==> src/sv/jmse_pkg.sv <==
// shared types, codes, widths and helpers for the jackknife standard error block
package jmse_pkg;

    localparam int MAX_ITEMS_DEF = 1024;

    // datapath widths
    localparam int ACC_W  = 64;   // replicate sum Q48.16, square sum Q32.32
    localparam int TOT_W  = 48;   // ratio mode column totals
    localparam int NUM_W  = 50;   // quotient numerator and denominator
    localparam int PA_W   = 128;  // wide product / dividend
    localparam int PB_W   = 64;   // narrow multiplier operand / divisor
    localparam int ROOT_W = 32;

    // mode register codes
    localparam logic [1:0] MODE_PLAIN = 2'd0;
    localparam logic [1:0] MODE_DIFF  = 2'd1;
    localparam logic [1:0] MODE_RATIO = 2'd2;

    // value state codes
    localparam logic [1:0] ST_FIN  = 2'd0;
    localparam logic [1:0] ST_NAN  = 2'd1;
    localparam logic [1:0] ST_PINF = 2'd2;
    localparam logic [1:0] ST_NINF = 2'd3;

    localparam logic [31:0] Q_MAX = 32'h7FFF_FFFF;
    localparam logic [31:0] Q_MIN = 32'h8000_0000;

    typedef enum logic [4:0] {
        S_IDLE,
        S_RSQ,
        S_RREAD,
        S_RNUM,
        S_DQ,
        S_DQW,
        S_STD,
        S_MA,
        S_MB,
        S_CMP,
        S_MP,
        S_MN,
        S_VDIV,
        S_SQRT,
        S_STDFIN,
        S_ZSEL,
        S_OUT
    } t_state;

    typedef enum logic [1:0] {
        DQ_REP,
        DQ_EST,
        DQ_Z
    } t_dsel;

    function automatic logic [31:0] mag32(input logic [31:0] v);
        mag32 = v[31] ? (~v + 32'd1) : v;
    endfunction

    function automatic logic [NUM_W-1:0] mag50(input logic [NUM_W-1:0] v);
        mag50 = v[NUM_W-1] ? (~v + NUM_W'(1)) : v;
    endfunction

    function automatic logic [ACC_W-1:0] mag64(input logic [ACC_W-1:0] v);
        mag64 = v[ACC_W-1] ? (~v + ACC_W'(1)) : v;
    endfunction

endpackage

==> src/sv/jmse_sqrt.sv <==
// bit-pair floor square root of a 64-bit value, one result bit per cycle
module jmse_sqrt (
    input  logic                          i_clk,
    input  logic                          i_rst_n,
    input  logic                          i_start,
    input  logic [jmse_pkg::PB_W-1:0]     i_val,
    output logic [jmse_pkg::ROOT_W-1:0]   o_root,
    output logic                          o_done
);
    import jmse_pkg::*;

    logic [PB_W-1:0] r_v;
    logic [PB_W-1:0] r_res;
    logic [PB_W-1:0] r_one;
    logic [4:0]      r_cnt;
    logic            r_run;
    logic            r_done;

    logic [PB_W-1:0] trial;

    assign trial = r_res + r_one;

    always_ff @(posedge i_clk) begin
        if (!i_rst_n) begin
            r_run  <= 1'b0;
            r_done <= 1'b0;
        end else begin
            r_done <= r_run && (r_cnt == '0);
            if (i_start) begin
                r_run <= 1'b1;
            end else if (r_run && (r_cnt == '0)) begin
                r_run <= 1'b0;
            end
        end
    end

    always_ff @(posedge i_clk) begin
        if (i_start) begin
            r_v   <= i_val;
            r_res <= '0;
            r_one <= PB_W'(1) << (PB_W - 2);
            r_cnt <= '1;
        end else if (r_run) begin
            if (r_v >= trial) begin
                r_v   <= r_v - trial;
                r_res <= (r_res >> 1) + r_one;
            end else begin
                r_res <= r_res >> 1;
            end
            r_one <= r_one >> 2;
            r_cnt <= r_cnt - 5'd1;
        end
    end

    assign o_root = r_res[ROOT_W-1:0];
    assign o_done = r_done;

endmodule

==> config.mk <==
export PLATFORM = sky130hd
export DESIGN_NAME = jmse_sqrt
export DESIGN_NICKNAME = d
export VERILOG_FILES = /design/src/sv/jmse_pkg.sv /design/src/sv/jmse_sqrt.sv
export SDC_FILE = /design/constraint.sdc
export NUM_CORES = 1
export LEC_CHECK = 0
export ABC_AREA = 0
export BUFFER_PORTS_ARGS = -buffer_cell sky130_fd_sc_hd__buf_2
export CAP_MARGIN = 20
export CELL_PAD_IN_SITES_DETAIL_PLACEMENT = 1
export CELL_PAD_IN_SITES_GLOBAL_PLACEMENT = 2
export CORE_MARGIN = 2
export CORE_UTILIZATION = 40
export DETAILED_ROUTE_END_ITERATION = 12
export PLACE_DENSITY = 0.95
export SKIP_CTS_REPAIR_TIMING = 1
export SYNTH_ARGS = -nofsm -noshare
export SYNTH_HDL_FRONTEND = slang
export SYNTH_SLANG_ARGS = --single-unit
export TNS_END_PERCENT = 30
==> constraint.sdc <==
create_clock -name i_clk -period 15.8 [get_ports i_clk]
set_clock_uncertainty 0.2 [all_clocks]
set_input_delay 3.16 -clock i_clk [delete_from_list [all_inputs] [get_ports i_clk]]
set_output_delay 3.16 -clock i_clk [all_outputs]
set_load 0.005 [all_outputs]
==> results.tsv <==
stage	metric	value	unit
status	outcome	finished, final reports clean	
detailed_routing	DRC violation count after routing	0	
layout	Layout area overhead	6.95	%
global_routing	pin count of the biggest net entering global routing	122	
place	Port Buf Inserts	99	
logic_synthesis	Post-Syn Area	15600	µm²
power_and_ir_drop	Peak VDD IR	89.8	µV
detailed_routing	routed wire length per instance	20.6	µm
job	Max Cap Viol	0	
detailed_routing	drt first pass iters	8	
logic_synthesis	top cells by area, synth	dfxtp_1, edfxtp_1, ha_1	
logic_synthesis	syn nets	2164	
power_and_ir_drop	sw power	1270	µW
min_path	HP Class	reg2reg	
power_and_ir_drop	cell internal pwr	1390	µW
logic_synthesis	post-synthesis register bit count	167	
logic_synthesis	Syn. warnings	0	
cts	CTS buffer count	17	
sta	Fin Hold WS	316	ps
layout	share of cells above drive strength 1	10.2	%
global_routing	total gr overflow	0	
layout	number of inserted diodes	0	
sta	unrepaired setup endpoints after global routing	no	
detailed_routing	DR vias	15100	
sta	period utilisation layout	47.2	%
global_routing	global-route wire length before repair	82.3	mm
floorplanning	Starting Density	40.5	%
power_and_ir_drop	part of the power in combinational logic	58.1	%
global_routing	antenna violations before repair	2	
logic_synthesis	asr flop ratio synth	0	%
power_and_ir_drop	Pleak	0.00637	µW
sta	final-report setup violation count	0	
cts	Max Root-Sink Buffers	2	
worst_setup_path	CP max FO	64	
cts	CTS tree	built	
logic_synthesis	Post-Syn Area per Cell	7.95	µm²
power_and_ir_drop	Clock power frac	16.4	%
cts	CTS sink cnt	167	
detailed_routing	Starting DRT DRC Count	1070	
place	Placement Setup Slack	8500	ps
cts	H-tree Lvls	4	
worst_setup_path	CP startpoint kind	flip-flop	
logic_synthesis	instance count of the mapped netlist	1965	
worst_setup_path	Crit Path Category	reg2reg	
cts	Worst-path clk slew	80	ps
floorplanning	Core Region	38600	µm²
global_routing	vias in the first global route	15100	
sta	Worst-Margin Slew	932	ps
cts	Clock Tree Root	clkbuf_16	
global_routing	All-Layer GR Usage	25.1	%
floorplanning	Die X	202	µm
worst_setup_path	Crit. End Element	flip-flop	
layout	fin util	43.3	%
sta	setup_tns	0	ps
detailed_routing	Vias/cell	6.08	
logic_synthesis	EDFF count, synth	64	
sta	Max-slew headroom	37.9	%
power_and_ir_drop	Reg power frac	25.5	%
floorplanning	Row Count	72	
place	RePlAce Congestion	0.950	
sta	crit path time final	7460	ps
floorplanning	top-level I/O count	100	
power_and_ir_drop	P per Cell Area	160	nW/µm²
worst_setup_path	CP arrival	7360	ps
logic_synthesis	most frequent cell after synthesis	nand2_1	
layout	nets@finish	2148	
logic_synthesis	register area share after synthesis	25.5	%
logic_synthesis	largest area contributor in the netlist	dfxtp_1	
detailed_routing	Post-Route WL	51.0	mm
sta	Final WS setup	8340	ps
floorplanning	die area	40600	µm²
sta	Peak Freq	134	MHz
worst_setup_path	Critical Path RT	15690	ps
cts	clock latency on the worst-skew pair	470	ps
place	Detailed Place HPWL	38.7	mm
power_and_ir_drop	switching share of power	47.7	%
detailed_routing	Antenna Nets Post-Route	0	
logic_synthesis	most common flop cell mapped by yosys	dfxtp_1	
place	placed cells	2447	
sta	Final Hold Violating Endpoints	0	
logic_synthesis	top-area cell type share of the netlist area	13.2	%
layout	fillers	4804	
logic_synthesis	Post-synth top cells	nand2_1, nor2_1, o21ai_0, ha_1, a21oi_1	
layout	final cell count without fillers	2480	
floorplanning	Die Height	202	µm
logic_synthesis	library cells used by synthesis	101	
sta	Slew Limit Fails	0	
routing by layer:
layer	wire (µm)	up-vias	track usage [%]
met5	13	-	0
met4	1250	2	7.98
met3	2170	80	2.95
met2	22400	408	39.2
met1	25200	7395	36.0
li1	-	7186	-
stage by stage:
step | cell area, µm² | total power (µW)
3_5_place_dp | 16100 | 2200
3_3_place_gp | 16100 | 2160
5_1_grt | 16700 | 2870
2_1_floorplan | 15600 | 1830
4_1_cts | 16700 | 2650
6_report | 16700 | 2670
worst paths after layout:
kind,slack [ps],start,end,cells after the start
worst max-delay path,8340,r_res[16],r_v[51],22
worst min-delay path,320,r_cnt[4],r_cnt[4],2
worst max register to register,8340,r_res[16],r_v[51],22
worst min register to register,320,r_cnt[4],r_cnt[4],2
power groups by stage:
stage               Combinational (µW)  Clock (µW)  Sequential (µW)
CTS                               1530         443              679
detailed placement                1510           0              688
global placement                  1480           0              681
global route                      1720         458              693
floorplan                         1190           0              638
finish                            1550         437              681
registers in the layout, summed over array words and instances (netlist names):
name and cells:
r_res 64, r_one 32, r_run 1, r_cnt 5, r_v 64, o_done 1
placed cells by master, fill, tap and decap left out, types with 6 or more instances in the layout:
master / count
a311oi_1: 14
a31o_2: 10
nand4_1: 41
o21ai_0: 155
mux2i_1: 49
and3_1: 15
a211oi_1: 39
o31ai_1: 8
o21a_1: 20
and4_1: 6
clkbuf_16: 19
o211ai_1: 13
ha_1: 131
edfxtp_1: 64
a31oi_1: 73
inv_1: 44
or4_1: 8
nand3_1: 46
xor2_1: 73
or3_1: 15
dfxtp_1: 102
nor2b_1: 15
xnor2_1: 76
nand2_1: 226
nor4_1: 19
a21o_1: 42
a211o_1: 6
nand2b_1: 11
nor2_1: 171
buf_4: 10
a21oi_1: 124
buf_2: 98
o21bai_1: 34
and2_1: 21
o21ai_1: 14
nor3_1: 26
critical path, cell delays in order, from the launching register on:
cell and delay (ps):
dfxtp_1 550, ha_1 320, and2_1 240, and3_1 220, a221oi_2 370, a21oi_2 160
a31oi_2 300, o22ai_2 180, a2111oi_2 520, o41ai_1 160, nand2_1 100, xor2_1 230
ha_1 250, and2_1 270, nand3_1 200, nor4_2 540, a311oi_1 170, o21ai_0 220
a21o_1 170, buf_4 460, nand2_1 280, nand2_2 180, buf_4 650
final cells by class:
cell class,instances,area [µm²],area share [%]
multi-input cells,1609,10700,64.1
flip-flops and latches,167,3990,23.9
well taps,518,648,3.88
repair buffers,110,604,3.62
clock buffers,22,507,3.03
inverters,44,165,0.989
clock inverters,10,80.1,0.479
logic make-up after synthesis:
group,synth area share (%)
XOR/XNOR,8.35
flip-flops,25.5
adder cells (fa/ha/maj),10.6
buffers and inverters,5.92
AO/OA/AOI/OAI,26.9
AND/OR/NAND/NOR,19.3
multiplexers,3.43
No activity file was read; power rests on OpenSTA's default activity.
