<file path="src/sv/jmse_pkg.sv">
// shared types, codes, widths and helpers for the jackknife standard error block
package jmse_pkg;

    localparam int MAX_ITEMS_DEF = 1024;

    // datapath widths
    localparam int ACC_W  = 64;   // replicate sum Q48.16, square sum Q32.32
    localparam int TOT_W  = 48;   // ratio mode column totals
    localparam int NUM_W  = 50;   // quotient numerator and denominator
    localparam int PA_W   = 128;  // wide product / dividend
    localparam int PB_W   = 64;   // narrow multiplier operand / divisor
    localparam int ROOT_W = 32;

    // mode register codes
    localparam logic [1:0] MODE_PLAIN = 2'd0;
    localparam logic [1:0] MODE_DIFF  = 2'd1;
    localparam logic [1:0] MODE_RATIO = 2'd2;

    // value state codes
    localparam logic [1:0] ST_FIN  = 2'd0;
    localparam logic [1:0] ST_NAN  = 2'd1;
    localparam logic [1:0] ST_PINF = 2'd2;
    localparam logic [1:0] ST_NINF = 2'd3;

    localparam logic [31:0] Q_MAX = 32'h7FFF_FFFF;
    localparam logic [31:0] Q_MIN = 32'h8000_0000;

    typedef enum logic [4:0] {
        S_IDLE,
        S_RSQ,
        S_RREAD,
        S_RNUM,
        S_DQ,
        S_DQW,
        S_STD,
        S_MA,
        S_MB,
        S_CMP,
        S_MP,
        S_MN,
        S_VDIV,
        S_SQRT,
        S_STDFIN,
        S_ZSEL,
        S_OUT
    } t_state;

    typedef enum logic [1:0] {
        DQ_REP,
        DQ_EST,
        DQ_Z
    } t_dsel;

    function automatic logic [31:0] mag32(input logic [31:0] v);
        mag32 = v[31] ? (~v + 32'd1) : v;
    endfunction

    function automatic logic [NUM_W-1:0] mag50(input logic [NUM_W-1:0] v);
        mag50 = v[NUM_W-1] ? (~v + NUM_W'(1)) : v;
    endfunction

    function automatic logic [ACC_W-1:0] mag64(input logic [ACC_W-1:0] v);
        mag64 = v[ACC_W-1] ? (~v + ACC_W'(1)) : v;
    endfunction

endpackage

</file>
<file path="src/sv/jmse_div.sv">
// restoring divider, one quotient bit per cycle, 128-bit dividend over 64-bit divisor
module jmse_div (
    input  logic                        i_clk,
    input  logic                        i_rst_n,
    input  logic                        i_start,
    input  logic [jmse_pkg::PA_W-1:0]   i_num,
    input  logic [jmse_pkg::PB_W-1:0]   i_den,
    output logic [jmse_pkg::PA_W-1:0]   o_quo,
    output logic                        o_done
);
    import jmse_pkg::*;

    logic [PA_W-1:0]         r_dq;
    logic [PB_W-1:0]         r_rem;
    logic [PB_W-1:0]         r_den;
    logic [$clog2(PA_W)-1:0] r_cnt;
    logic                    r_run;
    logic                    r_done;

    logic [PB_W:0] rem_sh;
    logic [PB_W:0] rem_sub;
    logic          ge;

    assign rem_sh  = {r_rem, r_dq[PA_W-1]};
    assign rem_sub = rem_sh - {1'b0, r_den};
    assign ge      = (rem_sh >= {1'b0, r_den});

    always_ff @(posedge i_clk) begin
        if (!i_rst_n) begin
            r_run  <= 1'b0;
            r_done <= 1'b0;
        end else begin
            r_done <= r_run && (r_cnt == '0);
            if (i_start) begin
                r_run <= 1'b1;
            end else if (r_run && (r_cnt == '0)) begin
                r_run <= 1'b0;
            end
        end
    end

    always_ff @(posedge i_clk) begin
        if (i_start) begin
            r_dq  <= i_num;
            r_rem <= '0;
            r_den <= i_den;
            r_cnt <= '1;
        end else if (r_run) begin
            r_rem <= ge ? rem_sub[PB_W-1:0] : rem_sh[PB_W-1:0];
            r_dq  <= {r_dq[PA_W-2:0], ge};
            r_cnt <= r_cnt - 1'b1;
        end
    end

    assign o_quo  = r_dq;
    assign o_done = r_done;

endmodule

</file>
<file path="config.mk">
export PLATFORM = sky130hd
export DESIGN_NAME = jmse_div
export DESIGN_NICKNAME = d
export VERILOG_FILES = /design/src/sv/jmse_pkg.sv /design/src/sv/jmse_div.sv
export SDC_FILE = /design/constraint.sdc
export NUM_CORES = 1
export LEC_CHECK = 0
export BUFFER_PORTS_ARGS = -buffer_cell sky130_fd_sc_hd__buf_2
export CAP_MARGIN = 20
export CORE_ASPECT_RATIO = 1.5
export CORE_MARGIN = 1
export CORE_UTILIZATION = 50
export DETAILED_ROUTE_END_ITERATION = 6
export GPL_TIMING_DRIVEN = 0
export HOLD_SLACK_MARGIN = 0.05
export PLACE_DENSITY = 0.76
export RECOVER_POWER = 50
export SLEW_MARGIN = 20
export SYNTH_ARGS = -nofsm -noshare
export SYNTH_HDL_FRONTEND = slang
export SYNTH_SLANG_ARGS = --single-unit
</file>
<file path="constraint.sdc">
create_clock -name i_clk -period 5.1 [get_ports i_clk]
set_input_delay 1.02 -clock i_clk [delete_from_list [all_inputs] [get_ports i_clk]]
set_output_delay 1.02 -clock i_clk [all_outputs]
set_load 0.03 [all_outputs]
</file>
==> summary.md <==
| Metric | Value |
|---|---|
| Multiplexer area fraction after synthesis | 14.12% |
| Number of global-route vias before repair | between 10000 and 15000 |
| Area fraction in compound gates after synthesis | 13.98% |
| H-tree Lvls | 1 |
| Post-synthesis register bit count | 265 |
| Pwr/cell area | roughly 350 nW/µm² |
| Avg Vias per Cell | 5.584 |
| Number of cells upsized or downsized after cts | 0 |
| First-pass GRT wire length | between 60000 and 70000 µm |
| Cell internal pwr | 0.004183 W |
| Cell count after synthesis | 1298 |
| Largest family of logic cells by synthesized area | multiplexers |
| Cell Count Post-Placement | 2013 |
| GR met3 Demand/Resource | 6.189% |
| Worst path arrival time | between 4000 and 5000 ps |
| Most crowded layer after global routing | met2 |
| Post-synth cell types | 65 |
| Final-layout worst hold slack | 479.2 ps |
| Number of buffers inserted by post-CTS setup repair | 0 |
| Number of nets produced by synthesis | roughly 1600 |
| Die boundary width | 141.3 µm |
| Cts bufs inserted | 27 |
| Share of cells above drive strength 1 | 23.01% |
| Slack of the critical path | 714.7 ps |
| Ordered list of cells on the worst path | inv_1 -> ha_1 -> clkbuf_1 -> nand4_1 -> o22ai_1 -> a2111oi_0 -> o211ai_1 -> a31oi_1 -> o41ai_4 -> a211oi_1 -> nor3_1 -> o21ai_1 -> mux2_1 -> o211ai_1 |
| Simple-Gate Fraction of Synth Area | 8.192% |
| Maximum capacitance violations | 2 |
| Maximum single-stage delay on the critical path | between 800 and 900 ps |
| Cell with the most instances on the worst path | sky130_fd_sc_hd__o211ai_1 |
| Part of the power in combinational logic | 23.1% |
| Initial drt markers | 636 |
| First drt pass iteration count | 7 |
| Initial Util | 50.69% |
| Share of the clock period used by the worst path after layout | 85.99% |
| Shortest period the worst path allows | 4385 ps |
| Clock group share of total power | 33.3% |
| # DRC | 0 |
| Clock net sink count | between 200 and 300 |
| Clock latency on the worst-skew pair | 570 ps |
| Initial antenna violation count | 3 |
| Lkg Pwr | 7.050 nW |
| Slew margin rel. | -33.17% |
| Final slew viol count | just under 70 |
| Maximum root-to-sink buffer count | 3 |
| Synth-to-layout area growth | 19.74% |
| Status | finished with violations |
| Avg Synthesized Cell Area | 11.21 µm² |
| Max Freq | 0.2280 GHz |
| Clk Tree Root Cell | sky130_fd_sc_hd__clkbuf_16 |
| Critical path class | reg -> reg |
| Crit Path Max Fanout | 7 |
| GRT Util Overall | between 20% and 30% |
| Min-Delay Path Class | reg -> reg |
| Final net count | 1913 |
| Vias | approximately 12000 |
| Sw Ratio | slightly above 30% |
| Adder-cell area share of the yosys netlist | 5.725% |
| Final GP Congestion | 1.010 |
| Critical path endpoint category | flop |
| Clock edge transition at the registers on the reported setup and hold paths | around 60 ps |
| Total detailed-routing wirelength | 41200 µm |
| Number of endpoints with negative hold slack in the final report | 0 |
| CP startpoint kind | flop |
| Global routing usage on met1 | 32.40% |
| Full die area | ~30000 µm² |
| Post-detailed-route count of antenna-violating nets | 0 |
| Drt wl/cell | roughly 20 µm |
| Syn Std Cell Area | 14560 µm² |
| Buffering stage count on the worst path with inverters included | 2 |
| Predominant post-synthesis flop cell | sky130_fd_sc_hd__edfxtp_1 |
| Half-perimeter wire length after detailed placement | 31780 µm |
| Port Buf Inserts | 323 |
| FFs w/ async S/R, synth | 0% |
| Post-layout instance count excluding filler cells | approximately 2100 |
| Net load switching power | about 0.0019 W |
| Die height | 211.0 µm |
| Number of primary I/O pins | roughly 320 |
| Post-placement worst setup slack | 874.1 ps |
| Synthesized-area fraction occupied by xor and xnor cells | between 3 and 4% |
| Reg power frac | 43.7% |
| Largest net degree at the start of global routing | 79 |
| Remaining global-route overflow | 0 |
| Unrepaired setup endpoints after global routing | false |
| Violations in the final reports | max-capacitance violations, max-slew violations |
| Count of standard-cell rows | 76 |
| Area of the core region | 28720 µm² |
| Met2 demand-to-capacity share in global routing | between 40 and 50% |
| CP required | 5580 ps |
| Actual slew at the worst max-slew pin | 1998 ps |
| Number of flops mapped to enable cells by yosys | 192 |
| Worst IR Drop VDD | 338.8 µV |
| CTS Hold Buffers Added | 0 |
| CTS tree | built |
| Sequential-to-total area share from yosys stat | between 40% and 50% |
| CP delay by family, top | compound AO/OA/AOI/OAI gates |
| Post-route clock skew | 18.96 ps |
| Cell at the slowest stage of the critical path | sky130_fd_sc_hd__a2111oi_0 |
| Yosys warning count | 0 |
| Final setup violating endpoints | 0 |
-- path summary, 6_finish.rpt --
check,startpoint,to,slack [ps],depth (start not counted)
max reg2reg,r_den[17],r_rem[62],710,14
min reg2reg,r_cnt[6],o_done,480,1
min,r_cnt[6],o_done,480,1
max,r_den[17],r_rem[62],710,14
-- layout make-up --
cell class	instances	area, µm²
Fill cell	2557	11290
Sequential cell	265	7227
Multi-Input combinational cell	873	6676
Timing Repair Buffer	325	1483
Clock buffer	37	763.2
Tap cell	390	488.0
Buffer	79	349.1
Inverter	81	309.0
Clock inverter	13	128.9
Antenna cell	2	5.005
-- cells in the mapped netlist, types with 4 or more instances --
cell type | count | area, µm²
sky130_fd_sc_hd__nand3_1 | 15 | 75.07
sky130_fd_sc_hd__edfxtp_1 | 192 | 5766
sky130_fd_sc_hd__xor2_1 | 24 | 210.2
sky130_fd_sc_hd__a211oi_1 | 54 | 405.4
sky130_fd_sc_hd__o31ai_1 | 4 | 30.03
sky130_fd_sc_hd__xnor2_1 | 40 | 350.3
sky130_fd_sc_hd__a21oi_1 | 74 | 370.4
sky130_fd_sc_hd__clkbuf_1 | 61 | 229.0
sky130_fd_sc_hd__a31oi_1 | 10 | 62.56
sky130_fd_sc_hd__o21ai_1 | 19 | 95.09
sky130_fd_sc_hd__buf_2 | 9 | 45.04
sky130_fd_sc_hd__ha_1 | 65 | 813.3
sky130_fd_sc_hd__nand2b_1 | 12 | 75.07
sky130_fd_sc_hd__buf_6 | 4 | 45.04
sky130_fd_sc_hd__and2_1 | 7 | 43.79
sky130_fd_sc_hd__mux2i_1 | 58 | 580.6
sky130_fd_sc_hd__o211ai_1 | 4 | 30.03
sky130_fd_sc_hd__nor2b_1 | 7 | 43.79
sky130_fd_sc_hd__o21ai_0 | 34 | 170.2
sky130_fd_sc_hd__o21bai_1 | 15 | 112.6
sky130_fd_sc_hd__dfxtp_1 | 73 | 1461
sky130_fd_sc_hd__nand2_1 | 64 | 240.2
sky130_fd_sc_hd__o21a_1 | 11 | 82.58
sky130_fd_sc_hd__nor2_1 | 88 | 330.3
sky130_fd_sc_hd__a21o_1 | 35 | 262.8
sky130_fd_sc_hd__inv_1 | 81 | 304.0
sky130_fd_sc_hd__nor3_1 | 11 | 55.05
sky130_fd_sc_hd__a221oi_1 | 4 | 35.03
sky130_fd_sc_hd__and3_1 | 6 | 37.54
sky130_fd_sc_hd__mux2_2 | 129 | 1453
sky130_fd_sc_hd__nand4_1 | 25 | 156.4
sky130_fd_sc_hd__a21boi_0 | 5 | 37.54
-- per-stage QoR --
step	cell area (µm²)	setup TNS (ps)	power (W)	utilization (%)
final	17430	0	0.006064	60.69
after global routing	17430	0	0.006288	60.68
after CTS	17610	0	0.006114	61.31
after detailed placement	16720	0	0.004096	58.21
after global placement	16660	-273160	0.004071	58.02
after floorplan	14560	0	0.003649	-
-- registers in the layout, summed over array words and instances (netlist names) --
| register | cells |
|---|---|
| o_quo | 128 |
| r_den | 64 |
| r_rem | 64 |
| r_cnt | 7 |
| o_done | 1 |
| r_run | 1 |
-- cell usage in the layout, fill, tap and decap left out, drive strengths merged, types with 7 or more instances in the layout --
master	Yosys	final
clkbuf	61	232
clkinv	0	8
nand2b	12	12
edfxtp	192	192
nor2b	7	7
o21bai	15	15
buf	18	209
nand4	25	25
nor2	88	88
a211oi	54	54
xor2	24	24
nand3	15	15
nor3	11	11
o21a	11	11
inv	81	82
and2	7	7
a21oi	74	74
dfxtp	73	73
o21ai	53	53
a31oi	11	11
xnor2	40	40
ha	65	65
mux2i	58	58
nand2	64	64
a21o	35	35
mux2	131	131
-- kinds of logic after synthesis --
logic type               after synthesis
flip-flops                           265
buffers and inverters                160
multiplexers                         189
AND/OR/NAND/NOR                      253
adder cells (fa/ha/maj)               66
AO/OA/AOI/OAI                        301
XOR/XNOR                              64
-- routing by layer --
layer | up-vias | part of all wire (%)
met3 | 99 | 8.7
met5 | - | 0.024
li1 | 5495 | -
met1 | 5501 | 39
met4 | 2 | 3.8
met2 | 434 | 49
-- power groups by stage --
stage	Combinational, W	Sequential, W	Clock, W
3_5_place_dp	0.00141	0.00268	0
5_1_grt	0.00151	0.00267	0.00211
6_report	0.00140	0.00265	0.00202
3_3_place_gp	0.00138	0.00269	0
4_1_cts	0.00142	0.00264	0.00205
2_1_floorplan	0.000766	0.00288	0
(Power assumes the default switching activity.)
